`config.mk`:
```
export PLATFORM = sky130hd
export DESIGN_NAME = direct_mapped_writeback_cache
export DESIGN_NICKNAME = d
export VERILOG_FILES = /design/src/design/dmwbc_pkg.sv /design/src/design/dmwbc_ram.sv /design/src/design/dmwbc_datapath.sv /design/src/design/dmwbc_ctrl.sv /design/src/design/direct_mapped_writeback_cache.sv
export SDC_FILE = /design/constraint.sdc
export NUM_CORES = 2
export LEC_CHECK = 0
export ABC_AREA = 0
export BUFFER_PORTS_ARGS = -buffer_cell sky130_fd_sc_hd__buf_2
export CAP_MARGIN = 10
export CELL_PAD_IN_SITES_DETAIL_PLACEMENT = 1
export CELL_PAD_IN_SITES_GLOBAL_PLACEMENT = 1
export CORE_MARGIN = 2
export CORE_UTILIZATION = 30
export CTS_BUF_LIST = sky130_fd_sc_hd__clkbuf_4 sky130_fd_sc_hd__clkbuf_8
export DETAILED_ROUTE_END_ITERATION = 16
export GPL_TIMING_DRIVEN = 0
export PLACE_DENSITY = 0.52
export SETUP_SLACK_MARGIN = 0.2
export SYNTH_ARGS = -nofsm -noshare
export SYNTH_HDL_FRONTEND = slang
export SYNTH_SLANG_ARGS = --single-unit
```
`constraint.sdc`:
```
create_clock -name clk -period 10.9 [get_ports clk]
set_input_delay 0.545 -clock clk [delete_from_list [all_inputs] [get_ports clk]]
set_output_delay 0.545 -clock clk [all_outputs]
set_load 0.03 [all_outputs]
```
`src/design/dmwbc_pkg.sv`:
```
// ----------------------------------------------------------------------------
// dmwbc_pkg
// Shared constants, types and helper functions for the direct-mapped
// write-back cache.
// ----------------------------------------------------------------------------
package dmwbc_pkg;

  localparam int SET_BITS = 4;
  localparam int SETS     = 1 << SET_BITS;
  localparam int TAG_BITS = 30 - SET_BITS;
  localparam int OFF_BITS = 2;
  localparam int ENTRY_W  = TAG_BITS + SET_BITS + 32;

  localparam logic [1:0] ACT_STORE  = 2'd0;
  localparam logic [1:0] ACT_LOAD   = 2'd1;
  localparam logic [1:0] ACT_REFILL = 2'd2;

  localparam logic [1:0] KIND_LOAD = 2'd0;
  localparam logic [1:0] KIND_WB   = 2'd1;
  localparam logic [1:0] KIND_REQ  = 2'd2;

  typedef enum logic [2:0] {
    ST_IDLE,
    ST_LOOKUP,
    ST_FL_RD,
    ST_FL_EM,
    ST_REQ,
    ST_PEND_RD,
    ST_PEND_EM
  } state_t;

  typedef enum logic [1:0] {
    RD_IN,
    RD_SET,
    RD_IDX,
    RD_PEND
  } rd_sel_t;

  typedef enum logic [2:0] {
    SRC_HIT,
    SRC_WB_SET,
    SRC_WB_IDX,
    SRC_REQ,
    SRC_PEND
  } src_t;

  typedef struct packed {
    logic    capture;
    rd_sel_t rd_sel;
    logic    store_wr;
    logic    refill_wr;
    logic    cnt_load;
    logic    cnt_store;
    logic    cnt_miss;
    logic    cnt_mread;
    logic    cnt_mwrite;
    logic    emit;
    src_t    src;
    logic    emit_last;
    logic    clr_dirty;
    logic    idx_clr;
    logic    idx_inc;
    logic    start_wait;
    logic    end_wait;
  } cmd_t;

  typedef struct packed {
    logic       awaiting;
    logic [1:0] action;
    logic       hit;
    logic       conflict;
    logic       any_dirty;
    logic       idx_dirty;
    logic       idx_last;
    logic       pos_last;
    logic       out_free;
  } sts_t;

  function automatic logic [31:0] load_value(input logic [31:0] word,
                                             input logic [1:0]  off,
                                             input logic [1:0]  size,
                                             input logic        sign);
    logic [7:0]  b0, b1, b2, b3;
    logic [31:0] v, m;
    logic        f;
    b0 = word[7:0];
    b1 = word[15:8];
    b2 = word[23:16];
    b3 = word[31:24];
    case (off)
      2'd1: begin
        b0 = b1;
      end
      2'd2: begin
        b0 = b2;
        b1 = b3;
      end
      2'd3: begin
        b0 = b3;
      end
      default: begin
      end
    endcase
    v = {24'd0, b0};
    m = 32'h0000_00FF;
    if (size[0]) begin
      v[15:8] = b1;
      m[15:8] = 8'hFF;
    end
    if (size[1]) begin
      v[31:16] = {b3, b2};
      m[31:16] = 16'hFFFF;
    end
    f = size[0] ? v[15] : v[7];
    if (sign && f) begin
      v = v | ~m;
    end
    return v;
  endfunction

  function automatic logic [31:0] store_merge(input logic [31:0] word,
                                              input logic [1:0]  off,
                                              input logic [1:0]  size,
                                              input logic [31:0] data);
    logic [31:0] w;
    logic [1:0]  off1;
    w    = word;
    off1 = off + 2'd1;
    w[{off, 3'b000} +: 8] = data[7:0];
    if (size[0]) begin
      w[{off1, 3'b000} +: 8] = data[15:8];
    end
    if (size[1]) begin
      w[31:16] = data[31:16];
    end
    return w;
  endfunction

endpackage

```
`src/design/dmwbc_ram.sv`:
```
// ----------------------------------------------------------------------------
// dmwbc_ram
// Generic single-write, single-read RAM with registered read data.
// ----------------------------------------------------------------------------
module dmwbc_ram #(
  parameter int WIDTH = 32,
  parameter int DEPTH = 16
) (
  input  logic                     clk,
  input  logic                     we,
  input  logic [$clog2(DEPTH)-1:0] waddr,
  input  logic [WIDTH-1:0]         wdata,
  input  logic [$clog2(DEPTH)-1:0] raddr,
  output logic [WIDTH-1:0]         rdata
);

  logic [WIDTH-1:0] mem [DEPTH];

  always_ff @(posedge clk) begin
    if (we) begin
      mem[waddr] <= wdata;
    end
    rdata <= mem[raddr];
  end

endmodule

```
`src/design/dmwbc_datapath.sv`:
```
// ----------------------------------------------------------------------------
// dmwbc_datapath
// Line store, dirty/valid bits, refill tracking, event counters and the
// result register.
// ----------------------------------------------------------------------------
module dmwbc_datapath (
  input  logic                clk,
  input  logic                rst_n,
  input  logic [1:0]          in_action,
  input  logic [31:0]         in_address,
  input  logic [31:0]         in_data,
  input  logic [1:0]          in_size_code,
  input  logic                in_sign_extend,
  input  dmwbc_pkg::cmd_t     cmd,
  output dmwbc_pkg::sts_t     sts,
  output logic                out_valid,
  input  logic                out_stall,
  output logic [1:0]          out_kind,
  output logic                out_last,
  output logic [31:0]         out_data_res,
  output logic [29:0]         out_mem_word_address,
  output logic [31:0]         out_miss_count,
  output logic [31:0]         out_load_count,
  output logic [31:0]         out_store_count,
  output logic [31:0]         out_mem_read_count,
  output logic [31:0]         out_mem_write_count
);

  localparam int SB = dmwbc_pkg::SET_BITS;
  localparam int TB = dmwbc_pkg::TAG_BITS;

  logic [1:0]  act_r;
  logic [31:0] addr_r, data_r;
  logic [1:0]  size_r;
  logic        sign_r;
  logic [31:0] pend_addr_r;
  logic [1:0]  pend_size_r;
  logic        pend_sign_r;
  logic        awaiting_r;
  logic [SB-1:0] pos_r, idx_r;
  logic [dmwbc_pkg::SETS-1:0] wv_r, dirty_r;
  logic        rvalid_r;

  logic [31:0] miss_r, load_r, store_r, mread_r, mwrite_r;
  logic [31:0] miss_nxt, load_nxt, store_nxt, mread_nxt, mwrite_nxt;

  logic        out_valid_r;
  logic [1:0]  kind_r;
  logic        last_r;
  logic [31:0] dres_r;
  logic [29:0] wa_r;
  logic [31:0] smiss_r, sload_r, sstore_r, smread_r, smwrite_r;

  logic [SB-1:0] item_set, raddr, waddr;
  logic [TB-1:0] item_tag, pend_tag, r_tag;
  logic [SB-1:0] r_mark;
  logic [31:0]   r_word;
  logic [dmwbc_pkg::ENTRY_W-1:0] rdata, wdata;
  logic          we;
  logic [1:0]    e_kind;
  logic [31:0]   e_data;
  logic [29:0]   e_wa;

  assign item_set = addr_r[SB+1:2];
  assign item_tag = addr_r[31:SB+2];
  assign pend_tag = pend_addr_r[31:SB+2];

  always_comb begin
    case (cmd.rd_sel)
      dmwbc_pkg::RD_IN:   raddr = in_address[SB+1:2];
      dmwbc_pkg::RD_SET:  raddr = item_set;
      dmwbc_pkg::RD_IDX:  raddr = idx_r;
      dmwbc_pkg::RD_PEND: raddr = pend_addr_r[SB+1:2];
      default:            raddr = idx_r;
    endcase
  end

  assign we    = cmd.store_wr | cmd.refill_wr;
  assign waddr = cmd.store_wr ? item_set : pos_r;
  assign wdata = cmd.store_wr ?
                 {item_tag, item_set, dmwbc_pkg::store_merge(r_word, addr_r[1:0], size_r,
                                                             data_r)} :
                 {pend_tag, pos_r, data_r};

  dmwbc_ram #(
    .WIDTH (dmwbc_pkg::ENTRY_W),
    .DEPTH (dmwbc_pkg::SETS)
  ) u_lines (
    .clk   (clk),
    .we    (we),
    .waddr (waddr),
    .wdata (wdata),
    .raddr (raddr),
    .rdata (rdata)
  );

  assign r_word = rvalid_r ? rdata[31:0] : 32'd0;
  assign r_mark = rvalid_r ? rdata[SB+31:32] : '0;
  assign r_tag  = rvalid_r ? rdata[dmwbc_pkg::ENTRY_W-1:SB+32] : '0;

  always_ff @(posedge clk) begin
    if (cmd.capture) begin
      act_r  <= in_action;
      addr_r <= in_address;
      data_r <= in_data;
      size_r <= in_size_code;
      sign_r <= in_sign_extend;
    end
    if (cmd.start_wait) begin
      pend_addr_r <= addr_r;
      pend_size_r <= size_r;
      pend_sign_r <= sign_r;
    end
  end

  always_ff @(posedge clk) begin
    if (!rst_n) begin
      awaiting_r <= 1'b0;
      pos_r      <= '0;
      idx_r      <= '0;
      wv_r       <= '0;
      dirty_r    <= '0;
      rvalid_r   <= 1'b0;
    end else begin
      rvalid_r <= wv_r[raddr];
      if (we) begin
        wv_r[waddr] <= 1'b1;
      end
      if (cmd.store_wr) begin
        dirty_r[item_set] <= 1'b1;
      end
      if (cmd.clr_dirty) begin
        dirty_r[idx_r] <= 1'b0;
      end
      if (cmd.idx_clr) begin
        idx_r <= '0;
      end else if (cmd.idx_inc) begin
        idx_r <= idx_r + SB'(1);
      end
      if (cmd.start_wait) begin
        awaiting_r <= 1'b1;
        pos_r      <= '0;
      end else if (cmd.refill_wr) begin
        pos_r <= pos_r + SB'(1);
      end
      if (cmd.end_wait) begin
        awaiting_r <= 1'b0;
      end
    end
  end

  // counters
  assign miss_nxt   = miss_r + {31'd0, cmd.cnt_miss};
  assign load_nxt   = load_r + {31'd0, cmd.cnt_load};
  assign store_nxt  = store_r + {31'd0, cmd.cnt_store};
  assign mread_nxt  = mread_r + {31'd0, cmd.cnt_mread};
  assign mwrite_nxt = mwrite_r + {31'd0, cmd.cnt_mwrite};

  always_ff @(posedge clk) begin
    if (!rst_n) begin
      miss_r   <= '0;
      load_r   <= '0;
      store_r  <= '0;
      mread_r  <= '0;
      mwrite_r <= '0;
    end else begin
      miss_r   <= miss_nxt;
      load_r   <= load_nxt;
      store_r  <= store_nxt;
      mread_r  <= mread_nxt;
      mwrite_r <= mwrite_nxt;
    end
  end

  always_comb begin
    case (cmd.src)
      dmwbc_pkg::SRC_HIT: begin
        e_kind = dmwbc_pkg::KIND_LOAD;
        e_data = dmwbc_pkg::load_value(r_word, addr_r[1:0], size_r, sign_r);
        e_wa   = '0;
      end
      dmwbc_pkg::SRC_WB_SET: begin
        e_kind = dmwbc_pkg::KIND_WB;
        e_data = r_word;
        e_wa   = {r_tag, item_set};
      end
      dmwbc_pkg::SRC_WB_IDX: begin
        e_kind = dmwbc_pkg::KIND_WB;
        e_data = r_word;
        e_wa   = {r_tag, idx_r};
      end
      dmwbc_pkg::SRC_REQ: begin
        e_kind = dmwbc_pkg::KIND_REQ;
        e_data = '0;
        e_wa   = {item_tag, {SB{1'b0}}};
      end
      dmwbc_pkg::SRC_PEND: begin
        e_kind = dmwbc_pkg::KIND_LOAD;
        e_data = dmwbc_pkg::load_value(r_word, pend_addr_r[1:0], pend_size_r, pend_sign_r);
        e_wa   = '0;
      end
      default: begin
        e_kind = dmwbc_pkg::KIND_LOAD;
        e_data = '0;
        e_wa   = '0;
      end
    endcase
  end

  always_ff @(posedge clk) begin
    if (!rst_n) begin
      out_valid_r <= 1'b0;
    end else if (cmd.emit) begin
      out_valid_r <= 1'b1;
    end else if (!out_stall) begin
      out_valid_r <= 1'b0;
    end
  end

  always_ff @(posedge clk) begin
    if (cmd.emit) begin
      kind_r    <= e_kind;
      last_r    <= cmd.emit_last;
      dres_r    <= e_data;
      wa_r      <= e_wa;
      smiss_r   <= miss_nxt;
      sload_r   <= load_nxt;
      sstore_r  <= store_nxt;
      smread_r  <= mread_nxt;
      smwrite_r <= mwrite_nxt;
    end
  end

  assign sts.awaiting  = awaiting_r;
  assign sts.action    = act_r;
  assign sts.hit       = (r_tag == item_tag) && (r_mark == item_set);
  assign sts.conflict  = dirty_r[item_set] && (r_tag != item_tag);
  assign sts.any_dirty = |dirty_r;
  assign sts.idx_dirty = dirty_r[idx_r];
  assign sts.idx_last  = &idx_r;
  assign sts.pos_last  = &pos_r;
  assign sts.out_free  = !out_valid_r || !out_stall;

  assign out_valid            = out_valid_r;
  assign out_kind             = kind_r;
  assign out_last             = last_r;
  assign out_data_res         = dres_r;
  assign out_mem_word_address = wa_r;
  assign out_miss_count       = smiss_r;
  assign out_load_count       = sload_r;
  assign out_store_count      = sstore_r;
  assign out_mem_read_count   = smread_r;
  assign out_mem_write_count  = smwrite_r;

`ifndef NO_ASSERTIONS
  a_emit_free: assert property (@(posedge clk) disable iff (!rst_n)
    cmd.emit |-> (!out_valid_r || !out_stall))
    else $error("result issued over an unaccepted one");
  a_clean_wait: assert property (@(posedge clk) disable iff (!rst_n)
    awaiting_r |-> (dirty_r == '0))
    else $error("dirty line while awaiting refill");
  a_req_wait: assert property (@(posedge clk) disable iff (!rst_n)
    (cmd.emit && cmd.src == dmwbc_pkg::SRC_REQ) |=> awaiting_r)
    else $error("refill request without refill wait");
`endif

endmodule

```
`src/design/dmwbc_ctrl.sv`:
```
// ----------------------------------------------------------------------------
// dmwbc_ctrl
// Controller: lookup, store, flush walk, refill request and refill release.
// ----------------------------------------------------------------------------
module dmwbc_ctrl (
  input  logic                clk,
  input  logic                rst_n,
  input  logic                in_valid,
  output logic                in_stall,
  input  dmwbc_pkg::sts_t     sts,
  output dmwbc_pkg::cmd_t     cmd
);

  dmwbc_pkg::state_t state_r, state_nxt;

  always_ff @(posedge clk) begin
    if (!rst_n) begin
      state_r <= dmwbc_pkg::ST_IDLE;
    end else begin
      state_r <= state_nxt;
    end
  end

  always_comb begin
    state_nxt = state_r;
    cmd       = '0;
    cmd.rd_sel = dmwbc_pkg::RD_IDX;
    cmd.src    = dmwbc_pkg::SRC_HIT;
    in_stall   = 1'b1;
    case (state_r)
      dmwbc_pkg::ST_IDLE: begin
        in_stall   = 1'b0;
        cmd.rd_sel = dmwbc_pkg::RD_IN;
        if (in_valid) begin
          cmd.capture = 1'b1;
          state_nxt   = dmwbc_pkg::ST_LOOKUP;
        end
      end
      dmwbc_pkg::ST_LOOKUP: begin
        cmd.rd_sel = dmwbc_pkg::RD_SET;
        if (sts.out_free) begin
          state_nxt = dmwbc_pkg::ST_IDLE;
          if (sts.awaiting) begin
            if (sts.action == dmwbc_pkg::ACT_REFILL) begin
              cmd.refill_wr = 1'b1;
              if (sts.pos_last) begin
                state_nxt = dmwbc_pkg::ST_PEND_RD;
              end
            end
          end else if (sts.action == dmwbc_pkg::ACT_STORE) begin
            cmd.cnt_store = 1'b1;
            cmd.store_wr  = 1'b1;
            if (sts.conflict) begin
              cmd.cnt_miss   = 1'b1;
              cmd.cnt_mwrite = 1'b1;
              cmd.emit       = 1'b1;
              cmd.emit_last  = 1'b1;
              cmd.src        = dmwbc_pkg::SRC_WB_SET;
            end
          end else if (sts.action == dmwbc_pkg::ACT_LOAD) begin
            cmd.cnt_load = 1'b1;
            if (sts.hit) begin
              cmd.emit      = 1'b1;
              cmd.emit_last = 1'b1;
              cmd.src       = dmwbc_pkg::SRC_HIT;
            end else begin
              cmd.cnt_mread  = 1'b1;
              cmd.cnt_miss   = 1'b1;
              cmd.cnt_mwrite = sts.any_dirty;
              cmd.idx_clr    = 1'b1;
              state_nxt      = dmwbc_pkg::ST_FL_RD;
            end
          end
        end
      end
      dmwbc_pkg::ST_FL_RD: begin
        if (sts.idx_dirty) begin
          state_nxt = dmwbc_pkg::ST_FL_EM;
        end else if (sts.idx_last) begin
          state_nxt = dmwbc_pkg::ST_REQ;
        end else begin
          cmd.idx_inc = 1'b1;
        end
      end
      dmwbc_pkg::ST_FL_EM: begin
        if (sts.out_free) begin
          cmd.emit      = 1'b1;
          cmd.src       = dmwbc_pkg::SRC_WB_IDX;
          cmd.clr_dirty = 1'b1;
          if (sts.idx_last) begin
            state_nxt = dmwbc_pkg::ST_REQ;
          end else begin
            cmd.idx_inc = 1'b1;
            state_nxt   = dmwbc_pkg::ST_FL_RD;
          end
        end
      end
      dmwbc_pkg::ST_REQ: begin
        if (sts.out_free) begin
          cmd.emit       = 1'b1;
          cmd.emit_last  = 1'b1;
          cmd.src        = dmwbc_pkg::SRC_REQ;
          cmd.start_wait = 1'b1;
          state_nxt      = dmwbc_pkg::ST_IDLE;
        end
      end
      dmwbc_pkg::ST_PEND_RD: begin
        cmd.rd_sel = dmwbc_pkg::RD_PEND;
        state_nxt  = dmwbc_pkg::ST_PEND_EM;
      end
      dmwbc_pkg::ST_PEND_EM: begin
        cmd.rd_sel = dmwbc_pkg::RD_PEND;
        if (sts.out_free) begin
          cmd.emit      = 1'b1;
          cmd.emit_last = 1'b1;
          cmd.src       = dmwbc_pkg::SRC_PEND;
          cmd.end_wait  = 1'b1;
          state_nxt     = dmwbc_pkg::ST_IDLE;
        end
      end
      default: begin
        state_nxt = dmwbc_pkg::ST_IDLE;
      end
    endcase
  end

endmodule

```
`src/design/direct_mapped_writeback_cache.sv`:
```
// ----------------------------------------------------------------------------
// direct_mapped_writeback_cache
// Direct-mapped write-back cache of one-word lines with flush-on-miss and
// whole-region refill.
// ----------------------------------------------------------------------------
//  channel | handshake          | payload
//  in      | in_valid/in_stall  | action, address, data, size_code, sign_extend
//  out     | out_valid/out_stall| kind, last, data_res, mem_word_address, counts
//
// One item at a time: stores, hits, ignored items and refill words pass idle
// and lookup; the final refill word also passes pending read and emit. A load
// miss walks all SETS lines, writing back dirty ones, then issues the request.
// The line RAM has one read port. Reset is synchronous; dirty and valid bits
// clear at once, so no clearing pass. A stalled output holds the controller.
// ----------------------------------------------------------------------------
module direct_mapped_writeback_cache (
  input  logic        clk,
  input  logic        rst_n,
  input  logic        in_valid,
  output logic        in_stall,
  input  logic [1:0]  in_action,
  input  logic [31:0] in_address,
  input  logic [31:0] in_data,
  input  logic [1:0]  in_size_code,
  input  logic        in_sign_extend,
  output logic        out_valid,
  input  logic        out_stall,
  output logic [1:0]  out_kind,
  output logic        out_last,
  output logic [31:0] out_data_res,
  output logic [29:0] out_mem_word_address,
  output logic [31:0] out_miss_count,
  output logic [31:0] out_load_count,
  output logic [31:0] out_store_count,
  output logic [31:0] out_mem_read_count,
  output logic [31:0] out_mem_write_count
);

  dmwbc_pkg::cmd_t cmd;
  dmwbc_pkg::sts_t sts;

  dmwbc_ctrl u_ctrl (
    .clk      (clk),
    .rst_n    (rst_n),
    .in_valid (in_valid),
    .in_stall (in_stall),
    .sts      (sts),
    .cmd      (cmd)
  );

  dmwbc_datapath u_dp (
    .clk                  (clk),
    .rst_n                (rst_n),
    .in_action            (in_action),
    .in_address           (in_address),
    .in_data              (in_data),
    .in_size_code         (in_size_code),
    .in_sign_extend       (in_sign_extend),
    .cmd                  (cmd),
    .sts                  (sts),
    .out_valid            (out_valid),
    .out_stall            (out_stall),
    .out_kind             (out_kind),
    .out_last             (out_last),
    .out_data_res         (out_data_res),
    .out_mem_word_address (out_mem_word_address),
    .out_miss_count       (out_miss_count),
    .out_load_count       (out_load_count),
    .out_store_count      (out_store_count),
    .out_mem_read_count   (out_mem_read_count),
    .out_mem_write_count  (out_mem_write_count)
  );

endmodule
```
Word level (Yosys, flattened, before mapping)
Memory sizes are Yosys's and may differ from the RTL's. A register that Yosys moved wholly into a read port is not among the register bits.
Cells that the tools add are included.
Word-level totals
  memory bits (writable): 992
  output and inout port bits: 227
  bits in read-only memories: 0
  memories: 1
  latch bits: 0
  logic and storage cells: 228
  flip-flop bits (word level): 535
Memory list
  u_dp.u_lines.mem: depth 16, bits a word 62, rd ports 1, clocked after Yosys merged registers in 1, write ports 1, RTL line dmwbc_ram.sv:17  | logic [WIDTH-1:0] mem [DEPTH];
Cells by class
  equal/unequal tests: 30
  bitwise gates (word level): 10
  shift operators: 4
  add/sub/neg operators: 10
  mux-type cells: 112
  div/mod/pow operators: 0
  reductions and logical operators: 24
  $lt $le $gt $ge: 7
  multiply operators: 0
Operators with widths (number)
  $mux 16: 12
  $add 32x1->32: 5
  $mux 32: 4
  $mux 8: 13
  $pmux 32 s3: 1
  $pmux 30 s3: 1
  $bwmux 32: 2
  $not 32->32: 2
  $or 32x32->32: 2
  $shift 8x7->32 const A: 2
  $shiftx 8x7->32: 2
  $mux 62: 1
  $pmux 8 s3: 2
  $mux 3: 13
  $mux 1: 37
  $or 16x16->16: 2
  $pmux 4 s4: 2
  $eq 26x26->1: 1
  $mux 26: 1
  $ne 26x26->1: 1
  $lt 4x5->1 const B: 4
  $pmux 3 s6: 1
  $and 16x16->16: 1
  $not 16->16: 1
  37 further kinds: 84

Longest topological paths before layout
  depth after elaboration: 15
  depth in mapped cells: 19
  depth with buffers taken out: 16

Cells and area by module
Synthesis repeated with hierarchy kept, for this count alone.
Unflattened totals
  cells, all modules: 3715
  area, all modules: 62591.3 um2
By module, submodules not included
  dmwbc_ram: sequential area each 31029.8 um2, area an instance 38333.0 um2, cells each 1598, instances 1
  dmwbc_datapath: sequential area each 13943.4 um2, area an instance 23705.2 um2, cells each 2038, instances 1
  dmwbc_ctrl: sequential area each 60.1 um2, area an instance 553.0 um2, cells each 79, instances 1

Least setup slack after synthesis
No wires, ideal clock.
  path kind: register to register
  start: register u_dp.rvalid_r
  end: register u_dp.dres_r[0] (netlist: u_dp.out_data_res[0]) (enable)
  period minus slack after synthesis: 7008 ps
  arrival time: 6423 ps
  stages on the path, launching flop included: 11
  setup slack: 3892 ps
  library setup time: 585 ps
  cells stage by stage: dfxtp_1 buf_4 buf_2 buf_2 nand4b_1 o22ai_1 o22ai_1 nor4_1 nand2_1 o21ai_0 a21o_1
RTL lines
  from (decl): RTL line dmwbc_datapath.sv:42  | logic rvalid_r;
  from (signal assigned): RTL line dmwbc_datapath.sv:125  | rvalid_r <= wv_r[raddr];
  to (signal assigned): RTL line dmwbc_datapath.sv:224  | dres_r <= e_data;
  to (decl): RTL line dmwbc_datapath.sv:50  | logic [31:0] dres_r;

Worst setup path in the final report
  start: register u_dp.addr_r[5]
  end: register u_dp.mwrite_r[28]
On the way
  longest elaborated chain between the ends: 9
  elaborated cells on any way between the ends: 13
  those cells by class: 1 x add/sub; 1 x eq/ne; 9 x mux; 2 x reduce/logical
Ends and longest elaborated chain
  from (decl): RTL line dmwbc_datapath.sv:33  | logic [31:0] addr_r, data_r;
  from (signal assigned): RTL line dmwbc_datapath.sv:104  | addr_r <= in_address;
  $bmux 1 s4 / $eq 4x4->1 (equally long branches): RTL line dmwbc_datapath.sv:237, dmwbc_datapath.sv:236
  $mux 1 (not written as such) / $logic_and 1x1->1 (equally long branches): RTL line dmwbc_datapath.sv:237, dmwbc_datapath.sv:236
  $logic_and 1x1->1 / $mux 3 (equally long branches): RTL line dmwbc_datapath.sv:237, dmwbc_ctrl.sv:62
  $mux 6 / $mux 8 (equally long branches): RTL line dmwbc_ctrl.sv:53, dmwbc_ctrl.sv:60
  $mux 6 (*): RTL line dmwbc_ctrl.sv:50  | end else if (sts.action == dmwbc_pkg::ACT_STORE) begin
  $mux 10 (*): RTL line dmwbc_ctrl.sv:43  | if (sts.awaiting) begin
  $mux 12 (*): RTL line dmwbc_ctrl.sv:41  | if (sts.out_free) begin
  $mux 7 (*): RTL line dmwbc_ctrl.sv:30  | case (state_r)
  $add 32x1->32 (*): RTL line dmwbc_datapath.sv:157  | assign mwrite_nxt = mwrite_r + {31'd0, cmd.cnt_mwrite};
  net u_dp.mwrite_nxt[28]: RTL line dmwbc_datapath.sv:45  | logic [31:0] miss_nxt, load_nxt, store_nxt, mread_nxt, mwrite_nxt;
  to (signal assigned): RTL line dmwbc_datapath.sv:171  | mwrite_r <= mwrite_nxt;
  to (decl): RTL line dmwbc_datapath.sv:44  | logic [31:0] miss_r, load_r, store_r, mread_r, mwrite_r;
The timed path passes the listed nets; every way through them passes the cells marked *. The select of a mux whose other input is x is not followed.
A chain may end at the register's enable or synchronous reset.

==> impl_summary.txt <==
----------------------------------------------------
[Status]
  Result of the run ... finished clean

[Layout]
  Fill cell instance count of the final layout ... 22300
  Sequential cell area in the final layout ... 45000 µm²
  Area used by multi-input combinational logic ... 17600 µm²
  Synthesis-to-layout area growth ... 19.8%
  Share of layout cells above drive strength 1 ... 0.184
  Register with the highest flop count ... u_dp.u_lines.mem
  Final Util ... 0.360
  Biggest registers after layout ... u_dp.u_lines.mem: 992 flops, u_dp.u_lines.rdata: 62 flops
  Most frequent cells in the layout ... 1321 x sky130_fd_sc_hd__edfxtp_1, 609 x sky130_fd_sc_hd__nand2_1, 359 x sky130_fd_sc_hd__buf_2
  Flip-flop count of the largest register after layout ... 992
  Final std cells w/o fill ... 8369
  Final net count ... 5435
  Leading cell type in the layout, fill and taps excluded ... sky130_fd_sc_hd__edfxtp_1

[CTS]
  Number of clock sinks seen by CTS ... 1589
  TritonCTS Buffers ... 286
  Clock insertion delay at the later pin of the skew report ... 1020 ps
  Clock-pin slew on the worst setup and hold paths ... 60 ps
  CTS Root Cell ... sky130_fd_sc_hd__clkbuf_8
  Maximum clock insertion buffer count ... 4
  CTS H-tree lvls ... 5
  TritonCTS clock tree ... done
  Post-cts repair resize count ... 0

[Power and ir drop]
  Total power ... 0.0140 W
  Leakage power of the design ... 27.0 nW
  Total power density per cell area ... 183 nW/µm²
  Worst IR Drop VDD ... 0.0956 mV

[Floorplanning]
  Initial cell density of the core ... 0.301
  Die Area ... 216000 µm²
  I/O pin count ... 300
  Number of rows in the core area ... 169
  Die H ... 465 µm
  Horizontal die dimension ... 465 µm
  Core area ... 212000 µm²

[Logic synthesis]
  Sequential-to-total area share from yosys stat ... 0.707
  Synthesized flop and latch total ... 1589
  Number of distinct library cells after synthesis ... 76
  Synth Net Count ... 4704
  Number of warning messages in the yosys log ... 0
  Async set-reset flop share out of synthesis ... 0
  Average instance area after synthesis ... 13.8 µm²
  Number of synthesized flops with an enable pin ... 1321
  Most instantiated flip-flop cell in the synthesis netlist ... sky130_fd_sc_hd__edfxtp_1
  Cell area after technology mapping ... 63700 µm²
  Synth Instances ... 4608

[Critical path]
  Ordered cell list for the critical path ... clkbuf_1, clkbuf_1, nor3_1, o22ai_1, nor4_1, buf_2, a21boi_0, or2_2, o21a_1, ha_1, ha_1, nand4_1, nor4_1, nand4_1, nor2_1, nand2_1, xnor2_1, and2_1
  Buf/Inv on CP ... 3
  Endpoint class of the critical path ... flop
  Critical Path Start Type ... flop
  Category of cells accounting for the largest share of critical-path delay ... simple AND/OR/NAND/NOR gates
  Top fanout value on the critical path ... 10
  Worst Path Required ... 11780 ps
  Critical path's largest stage delay ... 700 ps
  Crit Path Category ... flop to flop
  Crit path max-delay cell type ... sky130_fd_sc_hd__nor4_1
  Setup slack, reg-to-reg ... 5110 ps
  Arrival time of the worst setup path ... 6660 ps

[Timing]
  Final worst setup slack ... 5110 ps
  Final sum of negative setup slack ... 0 ps
  Final Cycle Share ... 0.531
  FMAX ... 173 MHz
  Count of endpoints failing hold in the final timing report ... 0
  Final number of max-transition violations ... 0
  Final-report setup violation count ... 0
  Unrepaired setup endpoints after global routing ... no
  Final min period ... 5790 ps
  Rel. slew slack ... 0.162
  Max Clock Skew ... 65.0 ps
  Slew @ Worst Pin ... 1250 ps

[GRT]
  Overflow after GRT ... 0
  Layer carrying the most global-route usage ... met2
  Global Route Usage Sum ... 0.190
  Initial antenna violation count ... 13
  Global-route wire length before repair ... 303000 µm
  Maximum number of pins on one net before global-route repair ... 70
  Met1 capacity usage during global routing ... 0.242
  Number of global-route vias before repair ... 43300
  Routing usage on met2 ... 0.331
  Met3 track utilization from global routing ... 0.0317

[Placed design]
  Cell total after placement ... 7801
  Final Wtd Congestion ... 0.867
  Worst slack, placed ... 4930 ps
  Number of buffer cells added on primary ports ... 299
  Detailed placer's ending HPWL ... 151000 µm

[Flow run]
  Max capacitance violation total ... 0

[Min path]
  Path type of the worst min-delay path ... primary input to flop

[Route]
  Post-DRT Antenna Nets ... 0
  Count of vias placed by the detailed router ... 41500
  Drt wl/cell ... 25.1 µm
  First-iteration detailed-routing DRC count ... 2846
  Number of design rule violations left after detail routing ... 0
  Final Routed Wirelength ... 210000 µm
  Count of TritonRoute iterations in the first routing pass ... 6
  Per-cell via count in the routed design ... 4.96

----------------------------------------------------
[where the power goes]
group / internal, W / total (W) / switching, W
sequential: 0.00671 / 0.00692 / 0.000209
clock: 0.00301 / 0.00544 / 0.00244
combinational: 0.000516 / 0.00163 / 0.00111
total: 0.0102 / 0.0140 / 0.00376
[per-stage QoR]
step                instance area [µm²]  hold WS [ps]
finish                            76300           256
global route                      76300           195
detailed placement                70100           446
global placement                  68700           434
floorplan                         63700           421
CTS                               76300           148
[cells in the mapped netlist (89+ instances only)]
library cell,n,area share
sky130_fd_sc_hd__a211oi_1,205,0.024
sky130_fd_sc_hd__a31oi_1,153,0.015
sky130_fd_sc_hd__and2_1,350,0.034
sky130_fd_sc_hd__and3_1,95,0.0093
sky130_fd_sc_hd__clkbuf_1,189,0.011
sky130_fd_sc_hd__dfxtp_1,268,0.084
sky130_fd_sc_hd__edfxtp_1,1321,0.62
sky130_fd_sc_hd__mux2i_1,154,0.024
sky130_fd_sc_hd__nand2_1,609,0.036
sky130_fd_sc_hd__nand3_1,89,0.0070
sky130_fd_sc_hd__nor2_1,147,0.0087
sky130_fd_sc_hd__xnor2_1,107,0.015
[layout make-up]
type,count,share of cell area
Inverter,31,0.00153
Clock inverter,70,0.00446
Buffer,277,0.0154
Sequential cell,1589,0.590
Antenna cell,7,0.000230
Multi-Input combinational cell,2711,0.230
Tap cell,2821,0.0463
Clock buffer,420,0.0668
Timing Repair Buffer,443,0.0450
[final timing paths]
kind                                             to      startpoint  cells after the start
worst max register to register    u_dp.mwrite_r[28]  u_dp.addr_r[5]                     18
worst min-delay path                u_dp.data_r[18]     in_data[18]                      2
worst max-delay path              u_dp.mwrite_r[28]  u_dp.addr_r[5]                     18
worst min register to register  u_dp.pend_addr_r[5]  u_dp.addr_r[5]                      0
[repair_timing]
| item | 4_1_cts | 5_1_grt |
|---|---|---|
| hold buffers | 71 | 0 |
| setup buffers | 0 | 0 |
| endpoints found under the hold margin | 86 | 0 |
[cells by family (layout without fill, tap and decap cells)]
| logic type | count (synthesis) | after routing | share of synthesized area |
|---|---|---|---|
| compound gates | 796 | 796 | 0.0900 |
| xor+xnor | 170 | 170 | 0.0234 |
| fa+ha+maj | 23 | 23 | 0.00452 |
| buf+inv | 308 | 1241 | 0.0202 |
| flops | 1589 | 1589 | 0.707 |
| mux | 225 | 225 | 0.0380 |
| other cells | 0 | 7 | 0 |
| simple gates | 1497 | 1497 | 0.117 |
[layer usage]
layer | vias up | part of all wire
met5 | - | 0.000052
met4 | 2 | 0.025
met3 | 314 | 0.043
met2 | 1093 | 0.50
met1 | 21300 | 0.44
li1 | 18900 | -
Power figures use the tool's default switching activity.
